### config.mk
export PLATFORM = sky130hd
export DESIGN_NAME = dmx_slot_dimmer_with_self_address_top_flat
export DESIGN_NICKNAME = d
export VERILOG_FILES = /design/src/hw/rtl/dsd_pkg.sv /design/src/hw/rtl/dsd_req_if.sv /design/src/hw/rtl/dsd_rsp_if.sv /design/src/hw/rtl/dmx_slot_dimmer_with_self_address_top.sv /design/src/flat_wrapper.sv
export SDC_FILE = /design/constraint.sdc
export NUM_CORES = 2
export LEC_CHECK = 0
export ABC_AREA = 1
export ABC_CLOCK_PERIOD_IN_PS = 16400
export BUFFER_PORTS_ARGS = -buffer_cell sky130_fd_sc_hd__buf_2
export CAP_MARGIN = 20
export CORE_MARGIN = 3
export CORE_UTILIZATION = 45
export CTS_CLUSTER_DIAMETER = 60
export DETAILED_ROUTE_END_ITERATION = 10
export GPL_TIMING_DRIVEN = 0
export PLACE_DENSITY = 0.72
export REMOVE_ABC_BUFFERS = 1
export SKIP_LAST_GASP = 1
export SLEW_MARGIN = 20
export SYNTH_ARGS = -nofsm -noshare
export SYNTH_HDL_FRONTEND = slang
export SYNTH_MEMORY_MAX_BITS = 65536
export SYNTH_SLANG_ARGS = --single-unit
export TNS_END_PERCENT = 5
### constraint.sdc
create_clock -name clock -period 16.4 [get_ports clock]
set_input_delay 0.82 -clock clock [delete_from_list [all_inputs] [get_ports clock]]
set_output_delay 0.82 -clock clock [all_outputs]
set_load 0.05 [all_outputs]
### src/hw/rtl/dsd_pkg.sv
`default_nettype none

package dsd_pkg;

   // store geometry
   localparam int SLOT_COUNT = 512;
   localparam int ADDR_W     = $clog2(SLOT_COUNT);

   // field widths
   localparam int IDX_W   = 9;
   localparam int VAL_W   = 8;
   localparam int CHAN_W  = 10;
   localparam int LEVEL_W = 10;

   // self-addressing
   localparam logic [VAL_W-1:0]  CFG_MARK    = 8'd254;
   localparam logic [CHAN_W-1:0] CHANNEL_MAX = 10'd512;
   localparam logic [CHAN_W-1:0] CHANNEL_DEF = 10'd1;

   // level thresholds for the fractional part of v*1023/255
   localparam logic [VAL_W-1:0] LVL_STEP1 = 8'd85;
   localparam logic [VAL_W-1:0] LVL_STEP2 = 8'd170;
   localparam logic [VAL_W-1:0] LVL_STEP3 = 8'd255;

   // csr map: register index taken from paddr[2]
   localparam logic REG_START_CHANNEL = 1'b0;

   typedef enum logic {
      CMD_WRITE = 1'b0,
      CMD_EVAL  = 1'b1
   } cmd_type;

   // v*1023/255 = 4v + floor(3v/255), the second term is 0..3
   function automatic logic [LEVEL_W-1:0] slot_level(input logic [VAL_W-1:0] v);
      logic [1:0] corr;
      corr = (v == LVL_STEP3) ? 2'd3 :
             (v >= LVL_STEP2) ? 2'd2 :
             (v >= LVL_STEP1) ? 2'd1 : 2'd0;
      return {v, 2'b00} + {{(LEVEL_W-2){1'b0}}, corr};
   endfunction

   // start channel outside 1..512 falls back to channel 1
   function automatic logic [CHAN_W-1:0] valid_channel(input logic [CHAN_W-1:0] ch);
      return ((ch != '0) && (ch <= CHANNEL_MAX)) ? ch : CHANNEL_DEF;
   endfunction

endpackage

`default_nettype wire

### src/hw/rtl/dsd_req_if.sv
`default_nettype none

interface dsd_req_if;
   logic                           valid;
   logic                           ready;
   logic                           cmd;
   logic [dsd_pkg::IDX_W-1:0]      slot_index;
   logic [dsd_pkg::VAL_W-1:0]      slot_value;

   modport source (output valid, output cmd, output slot_index, output slot_value,
                   input ready);
   modport sink   (input valid, input cmd, input slot_index, input slot_value,
                   output ready);
endinterface

`default_nettype wire

### src/hw/rtl/dsd_rsp_if.sv
`default_nettype none

interface dsd_rsp_if;
   logic                           valid;
   logic                           ready;
   logic [dsd_pkg::LEVEL_W-1:0]    dimmer_level;
   logic [dsd_pkg::CHAN_W-1:0]     active_channel;
   logic                           config_mode;
   logic                           save_request;

   modport source (output valid, output dimmer_level, output active_channel,
                   output config_mode, output save_request, input ready);
   modport sink   (input valid, input dimmer_level, input active_channel,
                   input config_mode, input save_request, output ready);
endinterface

`default_nettype wire

### src/hw/rtl/dmx_slot_dimmer_with_self_address_top.sv
`default_nettype none

// channel   direction  protocol        contents
// req_bus   in         valid/ready     cmd, slot_index, slot_value
// rsp_bus   out        valid/ready     dimmer_level, active_channel, config_mode, save_request
// csr_*     in/out     apb, pready=1   start_channel at byte address 0
//
// one transfer per cycle in while req_bus.ready is high; an evaluate's rsp passes through
// (input register, slot memory read register, result register)
// write items give no rsp
// synchronous reset starts a clearing pass over all 512 slots (one slot a cycle)
// during which req_bus.ready is low; csr writes are taken throughout
// rsp stall freezes the whole pipe, so req_bus.ready falls with it

module dmx_slot_dimmer_with_self_address_top (
   input  wire logic        clock,
   input  wire logic        reset,
   dsd_req_if.sink          req_bus,
   dsd_rsp_if.source        rsp_bus,
   input  wire logic        csr_psel,
   input  wire logic        csr_penable,
   input  wire logic        csr_pwrite,
   input  wire logic [2:0]  csr_paddr,
   input  wire logic [31:0] csr_pwdata,
   output logic      [31:0] csr_prdata,
   output logic             csr_pready
);

   localparam int AW = dsd_pkg::ADDR_W;
   localparam int CW = dsd_pkg::CHAN_W;
   localparam int VW = dsd_pkg::VAL_W;
   localparam int IW = dsd_pkg::IDX_W;

   // slot memory, plus shadow copies of slots 0..3 for self-addressing
   logic [VW-1:0] slot_mem [dsd_pkg::SLOT_COUNT];
   logic [VW-1:0] shadow_ff [4];

   // clearing pass
   logic          clearing_ff;
   logic [AW-1:0] clr_addr_ff;

   // config and channel state
   logic [CW-1:0] start_ff;
   logic [CW-1:0] cur_chan_ff, cur_chan_in;

   // stage 1: input register
   logic              s1_valid_ff;
   dsd_pkg::cmd_type  s1_cmd_ff;
   logic [IW-1:0]     s1_idx_ff;
   logic [VW-1:0]     s1_val_ff;

   // stage 2: memory read register and flags
   logic          s2_valid_ff;
   logic [CW-1:0] s2_chan_ff;
   logic          s2_cfg_ff;
   logic          s2_save_ff;
   logic          s2_beyond_ff;
   logic [VW-1:0] rdata_ff;

   // result register
   logic                          out_valid_ff;
   logic [dsd_pkg::LEVEL_W-1:0]   out_level_ff;
   logic [CW-1:0]                 out_chan_ff;
   logic                          out_cfg_ff;
   logic                          out_save_ff;

   logic          advance;
   logic          csr_wr;
   logic          s1_eval;
   logic          s1_write;
   logic          cfg_hit;
   logic [IW-1:0] new_chan;
   logic          take_new;
   logic [CW-1:0] rd_idx;
   logic          rd_beyond;
   logic          wr_in_range;
   logic [VW-1:0] level_src;

   // whole pipe moves when the result register is free or being emptied
   assign advance        = !out_valid_ff || rsp_bus.ready;
   assign req_bus.ready  = advance && !clearing_ff;

   assign csr_pready = 1'b1;
   assign csr_wr     = csr_psel && csr_penable && csr_pwrite && csr_pready;
   assign csr_prdata = (csr_paddr[2] == dsd_pkg::REG_START_CHANNEL) ?
                       {{(32-CW){1'b0}}, start_ff} : 32'd0;

   assign s1_eval  = s1_valid_ff && (s1_cmd_ff == dsd_pkg::CMD_EVAL);
   assign s1_write = s1_valid_ff && (s1_cmd_ff == dsd_pkg::CMD_WRITE);

   // self-addressing: slots 0 and 1 hold the mark, slots 2 + 3 give the channel
   assign cfg_hit  = (shadow_ff[0] == dsd_pkg::CFG_MARK) &&
                     (shadow_ff[1] == dsd_pkg::CFG_MARK);
   assign new_chan = {1'b0, shadow_ff[2]} + {1'b0, shadow_ff[3]};
   // sum is at most 510, so only the zero case is out of range
   assign take_new = s1_eval && cfg_hit && (new_chan != '0) &&
                     ({1'b0, new_chan} != cur_chan_ff);

   always_comb begin
      cur_chan_in = cur_chan_ff;
      if (csr_wr && (csr_paddr[2] == dsd_pkg::REG_START_CHANNEL)) begin
         cur_chan_in = dsd_pkg::valid_channel(csr_pwdata[CW-1:0]);
      end else if (advance && take_new) begin
         cur_chan_in = {1'b0, new_chan};
      end
   end

   // read address follows the channel this evaluate ends up with
   assign rd_idx      = (take_new ? {1'b0, new_chan} : cur_chan_ff) - CW'(1);
   assign rd_beyond   = rd_idx >= CW'(dsd_pkg::SLOT_COUNT);
   assign wr_in_range = {1'b0, s1_idx_ff} < (IW+1)'(dsd_pkg::SLOT_COUNT);

   // control registers
   always_ff @(posedge clock) begin
      if (reset) begin
         clearing_ff  <= 1'b1;
         clr_addr_ff  <= '0;
         start_ff     <= dsd_pkg::CHANNEL_DEF;
         cur_chan_ff  <= dsd_pkg::CHANNEL_DEF;
         s1_valid_ff  <= 1'b0;
         s2_valid_ff  <= 1'b0;
         out_valid_ff <= 1'b0;
         for (int i = 0; i < 4; i++) begin
            shadow_ff[i] <= '0;
         end
      end else begin
         if (clearing_ff) begin
            clr_addr_ff <= clr_addr_ff + AW'(1);
            if (clr_addr_ff == AW'(dsd_pkg::SLOT_COUNT - 1)) begin
               clearing_ff <= 1'b0;
            end
         end
         if (csr_wr && (csr_paddr[2] == dsd_pkg::REG_START_CHANNEL)) begin
            start_ff <= csr_pwdata[CW-1:0];
         end
         cur_chan_ff <= cur_chan_in;
         if (advance) begin
            s1_valid_ff  <= req_bus.valid && req_bus.ready;
            s2_valid_ff  <= s1_eval;
            out_valid_ff <= s2_valid_ff;
            if (s1_write && (s1_idx_ff < IW'(4))) begin
               shadow_ff[s1_idx_ff[1:0]] <= s1_val_ff;
            end
         end
      end
   end

   // payload registers
   always_ff @(posedge clock) begin
      if (advance) begin
         s1_cmd_ff    <= dsd_pkg::cmd_type'(req_bus.cmd);
         s1_idx_ff    <= req_bus.slot_index;
         s1_val_ff    <= req_bus.slot_value;
         s2_chan_ff   <= take_new ? {1'b0, new_chan} : cur_chan_ff;
         s2_cfg_ff    <= cfg_hit;
         s2_save_ff   <= take_new;
         s2_beyond_ff <= rd_beyond;
         out_level_ff <= dsd_pkg::slot_level(level_src);
         out_chan_ff  <= s2_chan_ff;
         out_cfg_ff   <= s2_cfg_ff;
         out_save_ff  <= s2_save_ff;
      end
   end

   // slot memory: one write port shared with the clearing pass, one read port
   always_ff @(posedge clock) begin
      if (clearing_ff) begin
         slot_mem[clr_addr_ff] <= '0;
      end else if (advance && s1_write && wr_in_range) begin
         slot_mem[s1_idx_ff[AW-1:0]] <= s1_val_ff;
      end
   end

   always_ff @(posedge clock) begin
      if (advance) begin
         rdata_ff <= slot_mem[rd_idx[AW-1:0]];
      end
   end

   // a channel past the end of the store reads as zero
   assign level_src = s2_beyond_ff ? '0 : rdata_ff;

   assign rsp_bus.valid          = out_valid_ff;
   assign rsp_bus.dimmer_level   = out_level_ff;
   assign rsp_bus.active_channel = out_chan_ff;
   assign rsp_bus.config_mode    = out_cfg_ff;
   assign rsp_bus.save_request   = out_save_ff;

endmodule

`default_nettype wire

### src/flat_wrapper.sv
// flat-port wrapper written by rule: the top's interface ports become plain ports
module dmx_slot_dimmer_with_self_address_top_flat 
  (clock, reset, csr_psel, csr_penable, csr_pwrite, csr_paddr, csr_pwdata, csr_prdata, csr_pready, req_bus_valid, req_bus_cmd, req_bus_slot_index, req_bus_slot_value, req_bus_ready, rsp_bus_valid, rsp_bus_dimmer_level, rsp_bus_active_channel, rsp_bus_config_mode, rsp_bus_save_request, rsp_bus_ready);
  dsd_req_if req_bus_i ();
  dsd_rsp_if rsp_bus_i ();
  input  wire logic clock;
  input  wire logic reset;
  input  wire logic csr_psel;
  input  wire logic csr_penable;
  input  wire logic csr_pwrite;
  input  wire logic [2:0] csr_paddr;
  input  wire logic [31:0] csr_pwdata;
  output logic      [31:0] csr_prdata;
  output logic csr_pready;
  input wire logic [$bits(req_bus_i.valid)-1:0] req_bus_valid;
  input wire logic [$bits(req_bus_i.cmd)-1:0] req_bus_cmd;
  input wire logic [$bits(req_bus_i.slot_index)-1:0] req_bus_slot_index;
  input wire logic [$bits(req_bus_i.slot_value)-1:0] req_bus_slot_value;
  output wire logic [$bits(req_bus_i.ready)-1:0] req_bus_ready;
  output wire logic [$bits(rsp_bus_i.valid)-1:0] rsp_bus_valid;
  output wire logic [$bits(rsp_bus_i.dimmer_level)-1:0] rsp_bus_dimmer_level;
  output wire logic [$bits(rsp_bus_i.active_channel)-1:0] rsp_bus_active_channel;
  output wire logic [$bits(rsp_bus_i.config_mode)-1:0] rsp_bus_config_mode;
  output wire logic [$bits(rsp_bus_i.save_request)-1:0] rsp_bus_save_request;
  input wire logic [$bits(rsp_bus_i.ready)-1:0] rsp_bus_ready;
  assign req_bus_i.valid = req_bus_valid;
  assign req_bus_i.cmd = req_bus_cmd;
  assign req_bus_i.slot_index = req_bus_slot_index;
  assign req_bus_i.slot_value = req_bus_slot_value;
  assign req_bus_ready = req_bus_i.ready;
  assign rsp_bus_valid = rsp_bus_i.valid;
  assign rsp_bus_dimmer_level = rsp_bus_i.dimmer_level;
  assign rsp_bus_active_channel = rsp_bus_i.active_channel;
  assign rsp_bus_config_mode = rsp_bus_i.config_mode;
  assign rsp_bus_save_request = rsp_bus_i.save_request;
  assign rsp_bus_i.ready = rsp_bus_ready;
  dmx_slot_dimmer_with_self_address_top u_core (.clock(clock), .reset(reset), .req_bus(req_bus_i), .rsp_bus(rsp_bus_i), .csr_psel(csr_psel), .csr_penable(csr_penable), .csr_pwrite(csr_pwrite), .csr_paddr(csr_paddr), .csr_pwdata(csr_pwdata), .csr_prdata(csr_prdata), .csr_pready(csr_pready));
endmodule
==> impl_metrics.tcl <==
set metrics [dict create \
    worst_ep_arrival_time_ps 10020 \
    cts_buffers 411 \
    status "finished, final reports clean" \
    final.period_utilization_pct 56.7 \
    antenna_found_initial 19 \
    synthMuxAreaShare_pct 0 \
    cp_max_fo 105 \
    fmax_ghz 0.107 \
    place.port_buffers 69 \
    start_util_pct 45.3 \
    synth_compound_area_share_pct 0.261 \
    dieWidth_um 624 \
    ys_types 42 \
    post_cts_buffers 0 \
    ys_warn_count 0 \
    final_antenna_net_count 0 \
    insertion_delay_ps 990 \
    wire_per_inst_um 23.7 \
    die_area_mm2 0.389 \
    syn_area_per_cell_um2 11.8 \
    viasPerCell 5.87 \
    p_leak_nw 65.2 \
    synth_top_family_by_area "simple AND/OR/NAND/NOR gates" \
    rows 226 \
    htree_levels 5 \
    pwr-share-clk_pct 42.3 \
    slowest_delay_ps 600 \
    clock_path_buffers 4 \
    area_growth_pct 13.5 \
    gp_congestion 0.822 \
    peakVddDrop_v 0.000107 \
    tightestPinTransition_ps 1280 \
    worst_setup_path_start_kind "flop" \
    p_switching_mw 5.08 \
    yosysTopAreaCell "edfxtp_1" \
    p_seq_share_pct 52.0 \
    cts_root_buf "clkbuf_16" \
    ctsResizeCount 0 \
    grt_usage_pct 23.3 \
    maxSlewViolCount 0 \
    power_density_mw_per_mm2 116 \
    pwr-share-comb_pct 5.7 \
    yosys_register_bits 4222 \
    cts_tree "done" \
    slew_headroom_pct 14.5 \
    final_cell_count_no_fill 19700 \
    intPower_mw 17.5 \
    holdBufCountCts 15 \
    layout-drive-gt1-share_pct 7.02 \
    criticalPathCategory "reg2reg" \
    finish.net_count 14400 \
    finClkSkew_ps 73.9 \
    multi_input_area_mm2 0.0406 \
    cts.sinks 4222 \
    post_synth_fa_ha_maj_area_fraction_pct 0.0917 \
    cp.required_ps 17120 \
    final_common_cell "nand3_1" \
    seq_area_mm2 0.126 \
    drc 0 \
    hold_path_class "in2reg" \
    synth_top_area_share_pct 73.2 \
    syn_inst 14500 \
    totalWireLength_um 467000 \
    dpl.hpwl_um 282000 \
    vias 116000 \
    rsz0062_at_grt "no" \
    timing.hold.ws_ps 72.7 \
    synth_area_mm2 0.172 \
    n_fill_cell 30600 \
    ys_seq_area_share_pct 73.6 \
    drtIter0Drc 16200 \
    die_y_um 624 \
    swShare_pct 22.5 \
    grt.overflow.total 0 \
    end_kind "flop" \
    drv_cap 0 \
    yosys.area_share.simple_pct 23.0 \
    crit_slowest_cell "nand2_8" \
    coreArea_mm2 0.379 \
    ios 117 \
    synth.area.top_cells "edfxtp_1 73%, nand3_1 12%, nand2_1 9.2%, buf_2 1.7%, nor2_1 1.3%" \
    first_pass_iters 9 \
    grt_pass1_vias 110000 \
    hold_viol_final 0 \
    path_clk_slew_ps 70 \
    grt_pass1_wl_um 694000 \
    setup_viol 0 \
    dpl.cell_count 18900 \
    grt_max_degree 117 \
    layout_min_cycle_time_ps 9310 \
    layout_common_cells "4200 x nand3_1, 4189 x edfxtp_1, 4171 x nand2_1" \
    synth_xor_area_share_pct 0.0539 \
]
## worst max-delay path, delay by kind of cell (launching register included)
family        cells  cell delay, ps
flops             1             350
buf+inv          12            3420
simple gates     21            3880
fa+ha+maj         3            1050
## final timing paths
path	endpoint	cells past startpoint	slack (ps)	start
setup / recovery	u_core.rdata_ff[3]	36	7090	u_core.shadow_ff[2][0]
hold / removal	u_core.s1_cmd_ff	1	70	req_bus_cmd
setup reg to reg	u_core.rdata_ff[3]	36	7090	u_core.shadow_ff[2][0]
hold reg to reg	u_core.rsp_bus.active_channel[7]	0	420	u_core.s2_chan_ff[7]
## registers in the layout, indices dropped and copies added, names as in the netlist, 8 cells and up
| signal | cells |
|---|---|
| u_core.clr_addr_ff | 9 |
| u_core.cur_chan_ff | 10 |
| u_core.rdata_ff | 8 |
| u_core.rsp_bus.active_channel | 10 |
| u_core.rsp_bus.dimmer_level | 10 |
| u_core.s1_idx_ff | 9 |
| u_core.s1_val_ff | 8 |
| u_core.s2_chan_ff | 10 |
| u_core.shadow_ff | 32 |
| u_core.slot_mem | 4096 |
| u_core.start_ff | 10 |
## cells in the mapped netlist (all sizes together)
library cell	n
nor4	5
fa	1
conb	2
o221ai	1
nor2	621
clkbuf	290
edfxtp	4189
or2	3
nand3	4203
buf	728
a21oi	33
nand2	4202
dfxtp	33
o22ai	8
o211ai	1
xor2	6
xnor2	2
a31oi	2
nand3b	1
o21ai	35
o21a	2
ha	11
nor3	18
o31ai	1
inv	109
clkinv	2
nand4	13
## area by class of cell
type / instances / area share, %
Clock buffer: 485 / 5.45
Multi-Input combinational cell: 9192 / 20.8
Antenna cell: 8 / 0.0103
Clock inverter: 278 / 1.52
Inverter: 111 / 0.228
Sequential cell: 4222 / 64.9
Tap cell: 5016 / 3.22
Timing Repair Buffer: 373 / 3.88
## power by group through the flow
stage	Sequential (mW)	Combinational (mW)	Clock (mW)
final	11.7	1.29	9.54
after detailed placement	12.0	1.25	0
after global placement	12.0	2.09	0
after CTS	11.7	1.26	9.57
after global routing	11.7	1.36	10.0
after floorplan	12.0	1.21	0
## routing by layer
layer	global-route usage, %	wire length (µm)
met1	30.4	171000
met3	4.63	50000
met4	11.6	25500
met2	37.2	220000
met5	0	209
## kinds of logic (layout without fill, tap and decap cells)
logic type                 count (synthesis)  after routing
AOI/OAI and AO/OA                         83             83
xor gates and xnor gates                   8              8
adders and majority gates                 12             12
buffers and inverters                   1129           1247
DFF                                     4222           4222
other                                      2             31
and+or+nand+nor                         9066           9066
## through the flow
step                      power [mW]  setup TNS [ps]  setup WS [ps]  util (%)  instance area [µm²]
final                           22.6               0           7090      51.4               195000
after CTS                       22.6               0           7160      51.4               195000
after global routing            23.1               0           6730      51.4               195000
after detailed placement        13.2               0           7170      47.7               181000
after floorplan                 13.2        -4076520         -63050         -               167000
after global placement          14.1               -        -191740      45.8               174000
Note: power is estimated with default switching activity, not from simulation.
